==> config.mk <==
export PLATFORM = sky130hd
export DESIGN_NAME = tone_timer_setting
export DESIGN_NICKNAME = d
export VERILOG_FILES = /design/src/rtl/core/tts_pkg.sv /design/src/rtl/core/tts_cfg.sv /design/src/rtl/core/tts_front.sv /design/src/rtl/core/tts_div_stage.sv /design/src/rtl/core/tts_out.sv /design/src/rtl/core/tone_timer_setting.sv
export SDC_FILE = /design/constraint.sdc
export NUM_CORES = 2
export LEC_CHECK = 0
export BUFFER_PORTS_ARGS = -buffer_cell sky130_fd_sc_hd__buf_2
export CAP_MARGIN = 20
export CELL_PAD_IN_SITES_DETAIL_PLACEMENT = 1
export CELL_PAD_IN_SITES_GLOBAL_PLACEMENT = 2
export CORE_UTILIZATION = 31
export CTS_CLUSTER_DIAMETER = 30
export DETAILED_ROUTE_END_ITERATION = 8
export GPL_TIMING_DRIVEN = 0
export HOLD_SLACK_MARGIN = 0.08
export PLACE_DENSITY = 0.67
export SYNTH_ARGS = -nofsm -noshare
export SYNTH_HDL_FRONTEND = slang
export SYNTH_SLANG_ARGS = --single-unit
==> constraint.sdc <==
create_clock -name clk -period 13.1 [get_ports clk]
set_clock_uncertainty 0.05 [all_clocks]
set_input_delay 1.965 -clock clk [delete_from_list [all_inputs] [get_ports clk]]
set_output_delay 1.965 -clock clk [all_outputs]
set_load 0.03 [all_outputs]
==> src/rtl/core/tts_pkg.sv <==
// Shared types and constants for the tone timer setting block.
`default_nettype none
package tts_pkg;

  localparam int FREQ_W = 18;
  localparam int CLK_W = 28;
  localparam int NUM_W = CLK_W + 4;
  localparam int DEN_W = FREQ_W + 5;
  localparam int REM_W = DEN_W + 1;
  localparam int PSC_W = 5;
  localparam int STEPS_PER_STAGE = 4;
  localparam int DIV_STAGES = NUM_W / STEPS_PER_STAGE;
  localparam int PERIOD_BITS_DEF = 16;
  localparam int ADDR_W = 2;
  localparam int DATA_W = 32;

  localparam logic [CLK_W-1:0] CLOCK_RESET = CLK_W'(72000000);
  localparam logic [ADDR_W-1:0] ADDR_CLOCK_HZ = '0;

  // band limits in Q14.4: 100, 200, 400, 700, 1300 Hz
  localparam logic [FREQ_W-1:0] BAND_100 = FREQ_W'(1600);
  localparam logic [FREQ_W-1:0] BAND_200 = FREQ_W'(3200);
  localparam logic [FREQ_W-1:0] BAND_400 = FREQ_W'(6400);
  localparam logic [FREQ_W-1:0] BAND_700 = FREQ_W'(11200);
  localparam logic [FREQ_W-1:0] BAND_1300 = FREQ_W'(20800);

  localparam logic [PSC_W-1:0] PSC_32 = PSC_W'(31);
  localparam logic [PSC_W-1:0] PSC_16 = PSC_W'(15);
  localparam logic [PSC_W-1:0] PSC_8 = PSC_W'(7);
  localparam logic [PSC_W-1:0] PSC_4 = PSC_W'(3);
  localparam logic [PSC_W-1:0] PSC_2 = PSC_W'(1);
  localparam logic [PSC_W-1:0] PSC_1 = PSC_W'(0);

  // numq: numerator bits leave at the top, quotient bits enter at the bottom
  typedef struct packed {
    logic             silent;
    logic [PSC_W-1:0] psc;
    logic [NUM_W-1:0] numq;
    logic [REM_W-1:0] rem;
    logic [DEN_W-1:0] den;
  } tts_work_t;

endpackage
`default_nettype wire

==> src/rtl/core/tts_cfg.sv <==
// Configuration register file: clock frequency register on an APB-style port.
`default_nettype none
module tts_cfg (
  input  wire logic                        clk,
  input  wire logic                        rst_n,
  input  wire logic                        psel,
  input  wire logic                        penable,
  input  wire logic                        pwrite,
  input  wire logic [tts_pkg::ADDR_W-1:0]  paddr,
  input  wire logic [tts_pkg::DATA_W-1:0]  pwdata,
  output logic      [tts_pkg::DATA_W-1:0]  prdata,
  output logic                             pready,
  output logic      [tts_pkg::CLK_W-1:0]   clock_hz
);
  import tts_pkg::*;

  logic [CLK_W-1:0] clock_hz_r;
  logic [CLK_W-1:0] clock_hz_nxt;

  always_comb begin
    clock_hz_nxt = clock_hz_r;
    if (psel && penable && pwrite && paddr == ADDR_CLOCK_HZ) begin
      clock_hz_nxt = pwdata[CLK_W-1:0];
    end
  end

  always_ff @(posedge clk) begin
    if (!rst_n) begin
      clock_hz_r <= CLOCK_RESET;
    end else begin
      clock_hz_r <= clock_hz_nxt;
    end
  end

  assign pready = 1'b1;
  assign prdata = (paddr == ADDR_CLOCK_HZ) ? DATA_W'(clock_hz_r) : '0;
  assign clock_hz = clock_hz_r;

endmodule
`default_nettype wire

==> src/rtl/core/tts_front.sv <==
// Front stage: band decode, prescaler pick and divider operand set-up.
`default_nettype none
module tts_front (
  input  wire logic                        clk,
  input  wire logic                        rst_n,
  input  wire logic                        up_valid,
  input  wire logic [tts_pkg::FREQ_W-1:0]  freq_q4,
  input  wire logic [tts_pkg::CLK_W-1:0]   clock_hz,
  output logic                             up_ready,
  input  wire logic                        dn_ready,
  output logic                             valid,
  output tts_pkg::tts_work_t               data
);
  import tts_pkg::*;

  logic      valid_r;
  tts_work_t data_r;
  tts_work_t data_nxt;
  logic [2:0] shift;

  always_comb begin
    if (freq_q4 < BAND_100) begin
      data_nxt.psc = PSC_32;
      shift = 3'd5;
    end else if (freq_q4 < BAND_200) begin
      data_nxt.psc = PSC_16;
      shift = 3'd4;
    end else if (freq_q4 < BAND_400) begin
      data_nxt.psc = PSC_8;
      shift = 3'd3;
    end else if (freq_q4 < BAND_700) begin
      data_nxt.psc = PSC_4;
      shift = 3'd2;
    end else if (freq_q4 < BAND_1300) begin
      data_nxt.psc = PSC_2;
      shift = 3'd1;
    end else begin
      data_nxt.psc = PSC_1;
      shift = 3'd0;
    end
    data_nxt.silent = (freq_q4 == '0);
    data_nxt.den = DEN_W'(freq_q4) << shift;
    data_nxt.numq = {clock_hz, 4'b0000};
    data_nxt.rem = '0;
  end

  assign up_ready = !valid_r || dn_ready;

  always_ff @(posedge clk) begin
    if (!rst_n) begin
      valid_r <= 1'b0;
    end else if (up_ready) begin
      valid_r <= up_valid;
    end
  end

  always_ff @(posedge clk) begin
    if (up_ready && up_valid) begin
      data_r <= data_nxt;
    end
  end

  assign valid = valid_r;
  assign data = data_r;

endmodule
`default_nettype wire

==> src/rtl/core/tts_div_stage.sv <==
// Divider stage: STEPS_PER_STAGE restoring long-division steps and a pipeline register.
`default_nettype none
module tts_div_stage (
  input  wire logic               clk,
  input  wire logic               rst_n,
  input  wire logic               up_valid,
  input  wire tts_pkg::tts_work_t up_data,
  output logic                    up_ready,
  input  wire logic               dn_ready,
  output logic                    valid,
  output tts_pkg::tts_work_t      data
);
  import tts_pkg::*;

  logic      valid_r;
  tts_work_t data_r;
  tts_work_t data_nxt;

  always_comb begin
    logic [REM_W-1:0] trial;
    logic             qbit;
    data_nxt = up_data;
    for (int s = 0; s < STEPS_PER_STAGE; s++) begin
      trial = {data_nxt.rem[REM_W-2:0], data_nxt.numq[NUM_W-1]};
      qbit = (trial >= {1'b0, data_nxt.den});
      data_nxt.rem = qbit ? (trial - {1'b0, data_nxt.den}) : trial;
      data_nxt.numq = {data_nxt.numq[NUM_W-2:0], qbit};
    end
  end

  assign up_ready = !valid_r || dn_ready;

  always_ff @(posedge clk) begin
    if (!rst_n) begin
      valid_r <= 1'b0;
    end else if (up_ready) begin
      valid_r <= up_valid;
    end
  end

  always_ff @(posedge clk) begin
    if (up_ready && up_valid) begin
      data_r <= data_nxt;
    end
  end

  assign valid = valid_r;
  assign data = data_r;

endmodule
`default_nettype wire

==> src/rtl/core/tts_out.sv <==
// Output stage: saturation, half-period compare value and result register.
`default_nettype none
module tts_out #(
  parameter int PERIOD_BITS = tts_pkg::PERIOD_BITS_DEF
) (
  input  wire logic                       clk,
  input  wire logic                       rst_n,
  input  wire logic                       up_valid,
  input  wire tts_pkg::tts_work_t         up_data,
  output logic                            up_ready,
  input  wire logic                       out_stall,
  output logic                            out_valid,
  output logic [tts_pkg::PSC_W-1:0]       out_prescale_sel,
  output logic [PERIOD_BITS-1:0]          out_period_count,
  output logic [PERIOD_BITS-2:0]          out_compare_count,
  output logic                            out_timing_valid,
  output logic                            out_period_clamped
);
  import tts_pkg::*;

  localparam logic [NUM_W:0] PMAX = (NUM_W+1)'((64'd1 << PERIOD_BITS) - 64'd1);

  logic                   valid_r;
  logic [PSC_W-1:0]       psc_r, psc_nxt;
  logic [PERIOD_BITS-1:0] period_r, period_nxt;
  logic                   timing_r, timing_nxt;
  logic                   clamped_r, clamped_nxt;
  logic                   over;

  always_comb begin
    over = ({1'b0, up_data.numq} > PMAX);
    if (up_data.silent) begin
      psc_nxt = '0;
      period_nxt = '0;
      timing_nxt = 1'b0;
      clamped_nxt = 1'b0;
    end else begin
      psc_nxt = up_data.psc;
      period_nxt = over ? '1 : up_data.numq[PERIOD_BITS-1:0];
      timing_nxt = 1'b1;
      clamped_nxt = over;
    end
  end

  assign up_ready = !valid_r || !out_stall;

  always_ff @(posedge clk) begin
    if (!rst_n) begin
      valid_r <= 1'b0;
    end else if (up_ready) begin
      valid_r <= up_valid;
    end
  end

  always_ff @(posedge clk) begin
    if (up_ready && up_valid) begin
      psc_r <= psc_nxt;
      period_r <= period_nxt;
      timing_r <= timing_nxt;
      clamped_r <= clamped_nxt;
    end
  end

  assign out_valid = valid_r;
  assign out_prescale_sel = psc_r;
  assign out_period_count = period_r;
  assign out_compare_count = period_r[PERIOD_BITS-1:1];
  assign out_timing_valid = timing_r;
  assign out_period_clamped = clamped_r;

endmodule
`default_nettype wire

==> src/rtl/core/tone_timer_setting.sv <==
// Top level of the tone timer setting block.
// Takes one request per cycle while the output is not stalled and gives one
// result per request: one front stage picks the prescaler and sets up the
// divider, eight divider stages each resolve four quotient bits of clock_hz*16 /
// (freq_q4*(prescaler+1)), and one output stage saturates the period and
// registers the result. Every stage holds its request under stall, so
// throughput stays at one per cycle while the result side keeps taking.
// clock_hz is written through the APB-style port at byte address 0 (reset
// 72 MHz) and should only change while no request is in flight.
`default_nettype none
module tone_timer_setting #(
  parameter int PERIOD_BITS = tts_pkg::PERIOD_BITS_DEF
) (
  input  wire logic                        clk,
  input  wire logic                        rst_n,
  input  wire logic                        in_valid,
  output logic                             in_stall,
  input  wire logic [tts_pkg::FREQ_W-1:0]  in_freq_q4,
  output logic                             out_valid,
  input  wire logic                        out_stall,
  output logic      [tts_pkg::PSC_W-1:0]   out_prescale_sel,
  output logic      [PERIOD_BITS-1:0]      out_period_count,
  output logic      [PERIOD_BITS-2:0]      out_compare_count,
  output logic                             out_timing_valid,
  output logic                             out_period_clamped,
  input  wire logic                        psel,
  input  wire logic                        penable,
  input  wire logic                        pwrite,
  input  wire logic [tts_pkg::ADDR_W-1:0]  paddr,
  input  wire logic [tts_pkg::DATA_W-1:0]  pwdata,
  output logic      [tts_pkg::DATA_W-1:0]  prdata,
  output logic                             pready
);
  import tts_pkg::*;

  logic [CLK_W-1:0] clock_hz;
  logic             front_ready;
  logic             stg_valid [DIV_STAGES+1];
  tts_work_t        stg_data  [DIV_STAGES+1];
  logic             stg_ready [DIV_STAGES+1];

  tts_cfg u_cfg (
    .clk      (clk),
    .rst_n    (rst_n),
    .psel     (psel),
    .penable  (penable),
    .pwrite   (pwrite),
    .paddr    (paddr),
    .pwdata   (pwdata),
    .prdata   (prdata),
    .pready   (pready),
    .clock_hz (clock_hz)
  );

  tts_front u_front (
    .clk      (clk),
    .rst_n    (rst_n),
    .up_valid (in_valid),
    .freq_q4  (in_freq_q4),
    .clock_hz (clock_hz),
    .up_ready (front_ready),
    .dn_ready (stg_ready[0]),
    .valid    (stg_valid[0]),
    .data     (stg_data[0])
  );

  assign in_stall = !front_ready;

  for (genvar i = 0; i < DIV_STAGES; i++) begin : g_div
    tts_div_stage u_div (
      .clk      (clk),
      .rst_n    (rst_n),
      .up_valid (stg_valid[i]),
      .up_data  (stg_data[i]),
      .up_ready (stg_ready[i]),
      .dn_ready (stg_ready[i+1]),
      .valid    (stg_valid[i+1]),
      .data     (stg_data[i+1])
    );
  end

  tts_out #(
    .PERIOD_BITS (PERIOD_BITS)
  ) u_out (
    .clk                (clk),
    .rst_n              (rst_n),
    .up_valid           (stg_valid[DIV_STAGES]),
    .up_data            (stg_data[DIV_STAGES]),
    .up_ready           (stg_ready[DIV_STAGES]),
    .out_stall          (out_stall),
    .out_valid          (out_valid),
    .out_prescale_sel   (out_prescale_sel),
    .out_period_count   (out_period_count),
    .out_compare_count  (out_compare_count),
    .out_timing_valid   (out_timing_valid),
    .out_period_clamped (out_period_clamped)
  );

  a_silence_zero: assert property (@(posedge clk) disable iff (!rst_n)
    out_valid && !out_timing_valid |->
      out_period_count == '0 && out_prescale_sel == '0 && !out_period_clamped)
    else $error("silent result carries timing fields");

  a_clamp_full: assert property (@(posedge clk) disable iff (!rst_n)
    out_valid && out_period_clamped |-> &out_period_count && out_timing_valid)
    else $error("clamped period is not saturated");

  a_stall_holds_input: assert property (@(posedge clk) disable iff (!rst_n)
    in_stall |-> stg_valid[0] && !stg_ready[0])
    else $error("input stalled while front stage can move");

  a_stage_hold: assert property (@(posedge clk) disable iff (!rst_n)
    stg_valid[DIV_STAGES] && !stg_ready[DIV_STAGES] |=>
      stg_valid[DIV_STAGES] && $stable(stg_data[DIV_STAGES]))
    else $error("last divider stage lost a held request");

endmodule
`default_nettype wire
# ---- Word-level counts from Yosys, hierarchy flattened
# Index checks and enable logic that the tools add are counted.
dict set report classes {
  magnitude_cmp 38
  shift 1
  n_reduce_logical 40
  mux 43
  n_addsub 31
}
# operator count
set ops {}
lappend ops {{$ge 24x23->1} 31}
lappend ops {{$mux 23} 31}
lappend ops {{$sub 23x23->23} 30}
lappend ops {{$gt 32x16->1 const B} 1}
lappend ops {{$mux 28} 1}
lappend ops {{$ge 1x23->1} 1}
lappend ops {{$shl 18x3->23} 1}
lappend ops {{$sub 1x23->23} 1}
lappend ops {{$logic_not 18->1} 1}
lappend ops {{$lt 18x11->1 const B} 1}
lappend ops {{$lt 18x12->1 const B} 1}
lappend ops {{$lt 18x13->1 const B} 1}
lappend ops {{$lt 18x14->1 const B} 1}
lappend ops {{$lt 18x15->1 const B} 1}
lappend ops {{$mux 16} 1}
lappend ops {{$mux 5} 3}
lappend ops {{$logic_and 1x1->1} 13}
lappend ops {{$logic_not 1->1} 12}
lappend ops {{$mux 3} 4}
lappend ops {{$logic_or 1x1->1} 10}
lappend ops {{$reduce_or 4->1} 1}
lappend ops {{$mux 1} 3}
lappend ops {{$reduce_or 3->1} 1}
lappend ops {{$logic_not 2->1} 1}
lappend ops {{$reduce_or 2->1} 1}
dict set report word_totals {
  out_inout_bits 73
  register_bits 716
  elab_cells 213
  inputBits 59
}

# ---- Logic depth before layout (Yosys ltp)
dict set report logic_depth {
  depth_word 12
  ltp_mapped 54
  ltp_nobuf 50
}

# ---- By module
# Synthesis repeated with hierarchy kept, for this count alone.
dict set report hier_totals {
  hier_cells 7542
  area_unflattened_um2 71626.2
}
# mod area_each_um2 cells_each instances
set by_module_without_submodules {}
lappend by_module_without_submodules {{tts_div_stage at g_div[0].u_div ...} 8279.2 878 7}
lappend by_module_without_submodules {{tts_div_stage at g_div[2].u_div} 8389.3 925 1}
lappend by_module_without_submodules {tts_front 2810.2 215 1}
lappend by_module_without_submodules {tts_cfg 1377.6 164 1}
lappend by_module_without_submodules {tts_out 1091.0 91 1}
lappend by_module_without_submodules {tone_timer_setting 3.8 1 1}

# ---- Worst setup path after synthesis
# Ideal clock, no wire load.
dict set report synth_timing {
  kind {reg-to-reg}
  from {register g_div[3].u_div.data_r, in the netlist g_div[3].u_div.data[1]}
  to {register g_div[4].u_div.data_r, in the netlist g_div[4].u_div.data[38], data pin}
  path_stages_with_launch 47
  setup_slack_ns 1.535
  required_time_ns 12.788
  setup_ns 0.262
  t_arrival_ns 11.252
  n_path_buf 6
  cell_sequence {edfxtp_1 > inv_1 > fa_1 > a21o_1 > a221o_1 > o31a_1 > o2111a_1 > o21ai_1 > buf_2 > clkbuf_1 > mux2_2 > ha_1 > nor2b_1 > o31a_1 > o211ai_1 > a21oi_1 > a2111oi_4 > a31o_2 > [11 not listed] > nand3_1 > a21boi_0 > a2111oi_4 > buf_2 > mux2_2 > ha_1 > a21o_1 > a21oi_1 > nand2_1 > o211ai_1 > nand4_1 > a311oi_1 > o21ai_0 > a21oi_1 > o21ai_0 > mux2i_1 > buf_2 > mux2_1}
}
# item line
set synth_lines {}
lappend synth_lines {{start, declared} tts_div_stage.sv:16} ;# tts_work_t data_r;
lappend synth_lines {{start signal, assigned} tts_div_stage.sv:43} ;# data_r <= data_nxt;
lappend synth_lines {{end signal, assigned} tts_div_stage.sv:43}
lappend synth_lines {{end, declared} tts_div_stage.sv:16}

==> flow_summary.toml <==
[setup_path]
critical_path_arrival_ns = 13.22
cp-start-kind = "flop"
highest_delay_cell_along_the_critical_path = "edfxtp_1"
worst-endpoint-required_ns = 13.54
crit_type = "flop to flop"
setup.worst_path.end_class = "flop"
critical_path.most_common_cell = "buf_4"
maximum_cell_stage_delay_along_the_critical_path_ns = 0.43
worstPathMaxFanout = 10

[hold_path]
min-delay-path-class = "flop to flop"

[sta]
finalWorstPathRequiredPeriod_ns = 12.78
slew_headroom_pct = 24.6
finalMaxSlewViolations = 0
totalNegativeSetupSlack_ns = 0
grt_setup_unrepaired = "yes"
min_period_over_period_pct = 97.6
timing.fmax_ghz = 0.0782
tightestPinTransition_ns = 1.13
setup_viol = 0
finalHoldViolations = 0

[run]
max_capacitance_violation_count = 0

[clock_tree]
clk_latency_ns = 0.81
max-clock-path-buffers = 3
cts_sinks = 716
h-tree-depth = 4
worst_setup_hold_path_clk_slew_ns = 0.05
cts-buffers-inserted = 178
tritoncts = "yes"
clk_root_buffer_cell = "clkbuf_16"

[placed_design]
gp_congestion = 0.871
buffer_ports.inserted = 120
place_hpwl_um = 176000

[status]
outcome = "completed"

[synth]
yosysSeqAreaShare_pct = 33.0
syn_area_per_cell_um2 = 9.51
synth.top_cell.area_share_pct = 31.8
synth-async-reset-ratio_pct = 0
syn_inst = 6725
synth.lib_cells_used.distinct = 106
synthTopCellsByArea = "edfxtp_1 32%, ha_1 14%, mux2_2 6.0%"
synth_enable_flop_cells = 678
synth_seq_cells = 716
synthDominantAreaCellType = "edfxtp_1"
synth_flop_cell = "edfxtp_1"
mappedNetlistArea_mm2 = 0.0639
ys_warn_count = 0

[layout]
layout-area-overhead-vs-synth_pct = 19.3
post_route_cells_drive_above_1_share_pct = 16.2
layout.core_utilization_pct = 37.2
total_nets_final = 7923

[global_route]
global_route.usage.total_pct = 20.1
grt_pass1_vias = 54983
largest_net_degree_at_the_start_of_global_routing = 38
grt_first_pass_wirelength_um = 327000
grt_antenna_before_repair = 12
overflow = 0

[routing]
vias_per_cell = 5.31
route.vias.total = 52947
finalWirelength_um = 215000
dr.pass1.iters = 5
route.detailed.wl_per_inst_um = 21.5
detail_route.iter0.violations = 2726
detail_route.drc_violations = 0
antenna_violating_nets_post_route = 0

[floorplanning]
total_core_area_mm2 = 0.205
die-area_mm2 = 0.208
row_count = 166
floorplan.initialDensity_pct = 31.2
boundaryPins = 132
die_y_um = 456
die_w_um = 456
## sequential cells by signal, summed over array words and instances, names as in the netlist
| name | cells |
|---|---|
| u_front.valid | 1 |
| u_out.out_valid | 1 |
| u_out.out_period_clamped | 1 |
| u_cfg.clock_hz | 28 |
| g_div.u_div.data | 598 |
| u_front.data | 57 |
| u_out.out_timing_valid | 1 |
| g_div.u_div.valid | 8 |
| u_out.out_period_count | 16 |
| u_out.out_prescale_sel | 5 |
## worst paths after layout
check	start	endpoint	slack, ns	cells after the start
setup / recovery	g_div[3].u_div.data[78]	g_div[4].u_div.data[45]	0.32	52
hold / removal	g_div[2].u_div.data[66]	g_div[3].u_div.data[70]	0.35	0
setup reg to reg	g_div[3].u_div.data[78]	g_div[4].u_div.data[45]	0.32	52
hold reg to reg	g_div[2].u_div.data[66]	g_div[3].u_div.data[70]	0.35	0
## cells in the mapped netlist (24+ instances only)
cell type  instances
buf_2             39
xor2_1           178
fa_1              28
inv_1            454
o21bai_1          75
a21boi_0          63
a31oi_1           74
mux2_1            44
o211ai_1          41
or3_1             39
ha_1             711
a21o_1           248
nand3_1          114
dfxtp_1           38
nor2b_1           95
nor4_1            48
o31ai_1           40
clkbuf_1          72
and2_1            59
o21ai_0          397
mux2i_1           88
nand2b_1          73
xnor2_1          347
a21oi_1          536
or2_2             34
a211o_1           24
and3_1            64
mux2_2           341
a211oi_1          69
nand2_1          482
nor2_1           410
nand4_1          101
o21a_1           112
edfxtp_1         678
nor3_1           123
## layout make-up
| class | instances | area (µm²) |
|---|---|---|
| tap | 2688 | 3360 |
| timing repair buffer | 216 | 1630 |
| fill | 23171 | 129000 |
| inverter | 465 | 1750 |
| clock inverter | 122 | 1660 |
| antenna | 3 | 7.51 |
| buffer | 150 | 927 |
| clock buffer | 207 | 4690 |
| multi-input combinational | 5398 | 41100 |
| sequential | 716 | 21100 |
## kinds of logic (layout without fill, tap and decap cells)
kind of cell             Yosys count  after routing  share of synthesized area, %
multiplexers                     475            475                          8.22
other                              2             13                        0.0117
AND/OR/NAND/NOR                 1710           1710                          13.0
adder cells (fa/ha/maj)          739            739                          14.8
AO/OA/AOI/OAI                   1939           1939                          19.8
buffers and inverters            619           1160                          3.90
XOR/XNOR                         525            525                          7.19
flip-flops                       716            716                          33.0
## metal layers
layer / GRT usage, % / share of wire, % / up-vias
met2: 32.4 / 45 / 776
met4: 5.29 / 2.2 / 0
met5: 0 / 0 / -
li1: - / - / 26012
met1: 28.3 / 49 / 25941
met3: 2.52 / 3.4 / 218
## critical path: cells and delay by family, from the launching register on
family,cells,cell delay [ns]
buffers and inverters,10,1.74
AOI/OAI and AO/OA,27,6.52
adders and majority gates,5,1.70
and+or+nand+nor,7,0.94
DFF,1,0.43
muxes,3,1.07
## timing repair
action,CTS,global route
pin swaps,19,46
setup buffers,35,41
resized for setup,121,153
hold buffers,0,0
endpoints found under the setup margin,169,169
## per-stage QoR
step           worst slack (ns)  hold WS, ns  instances  area (µm²)
4_1_cts                  0.0234        0.334       9922       75500
6_report                  0.319        0.347       9965       76300
5_1_grt                  -0.178        0.350       9963       76300
3_3_place_gp              -2.79        0.350       9541       67900
2_1_floorplan              1.54        0.350       6733       64000
3_5_place_dp              -2.68        0.355       9561       68400
## layout by cell type (no fill, tap or decap), types with 109 or more instances in the layout
cell type and n:
ha_1 707, edfxtp_1 678, a21oi_1 515, nand2_1 481, inv_1 447, nor2_1 408, o21ai_0 375, xnor2_1 347
mux2_2 341, a21o_1 248, clkbuf_16 180, xor2_1 178, buf_2 139, nor3_1 123, nand3_1 112, buf_4 110
o21a_1 109
Power is left out: the tool's default activity adds up to more than one toggle a clock period on the data nets, which glitch-free logic cannot reach.
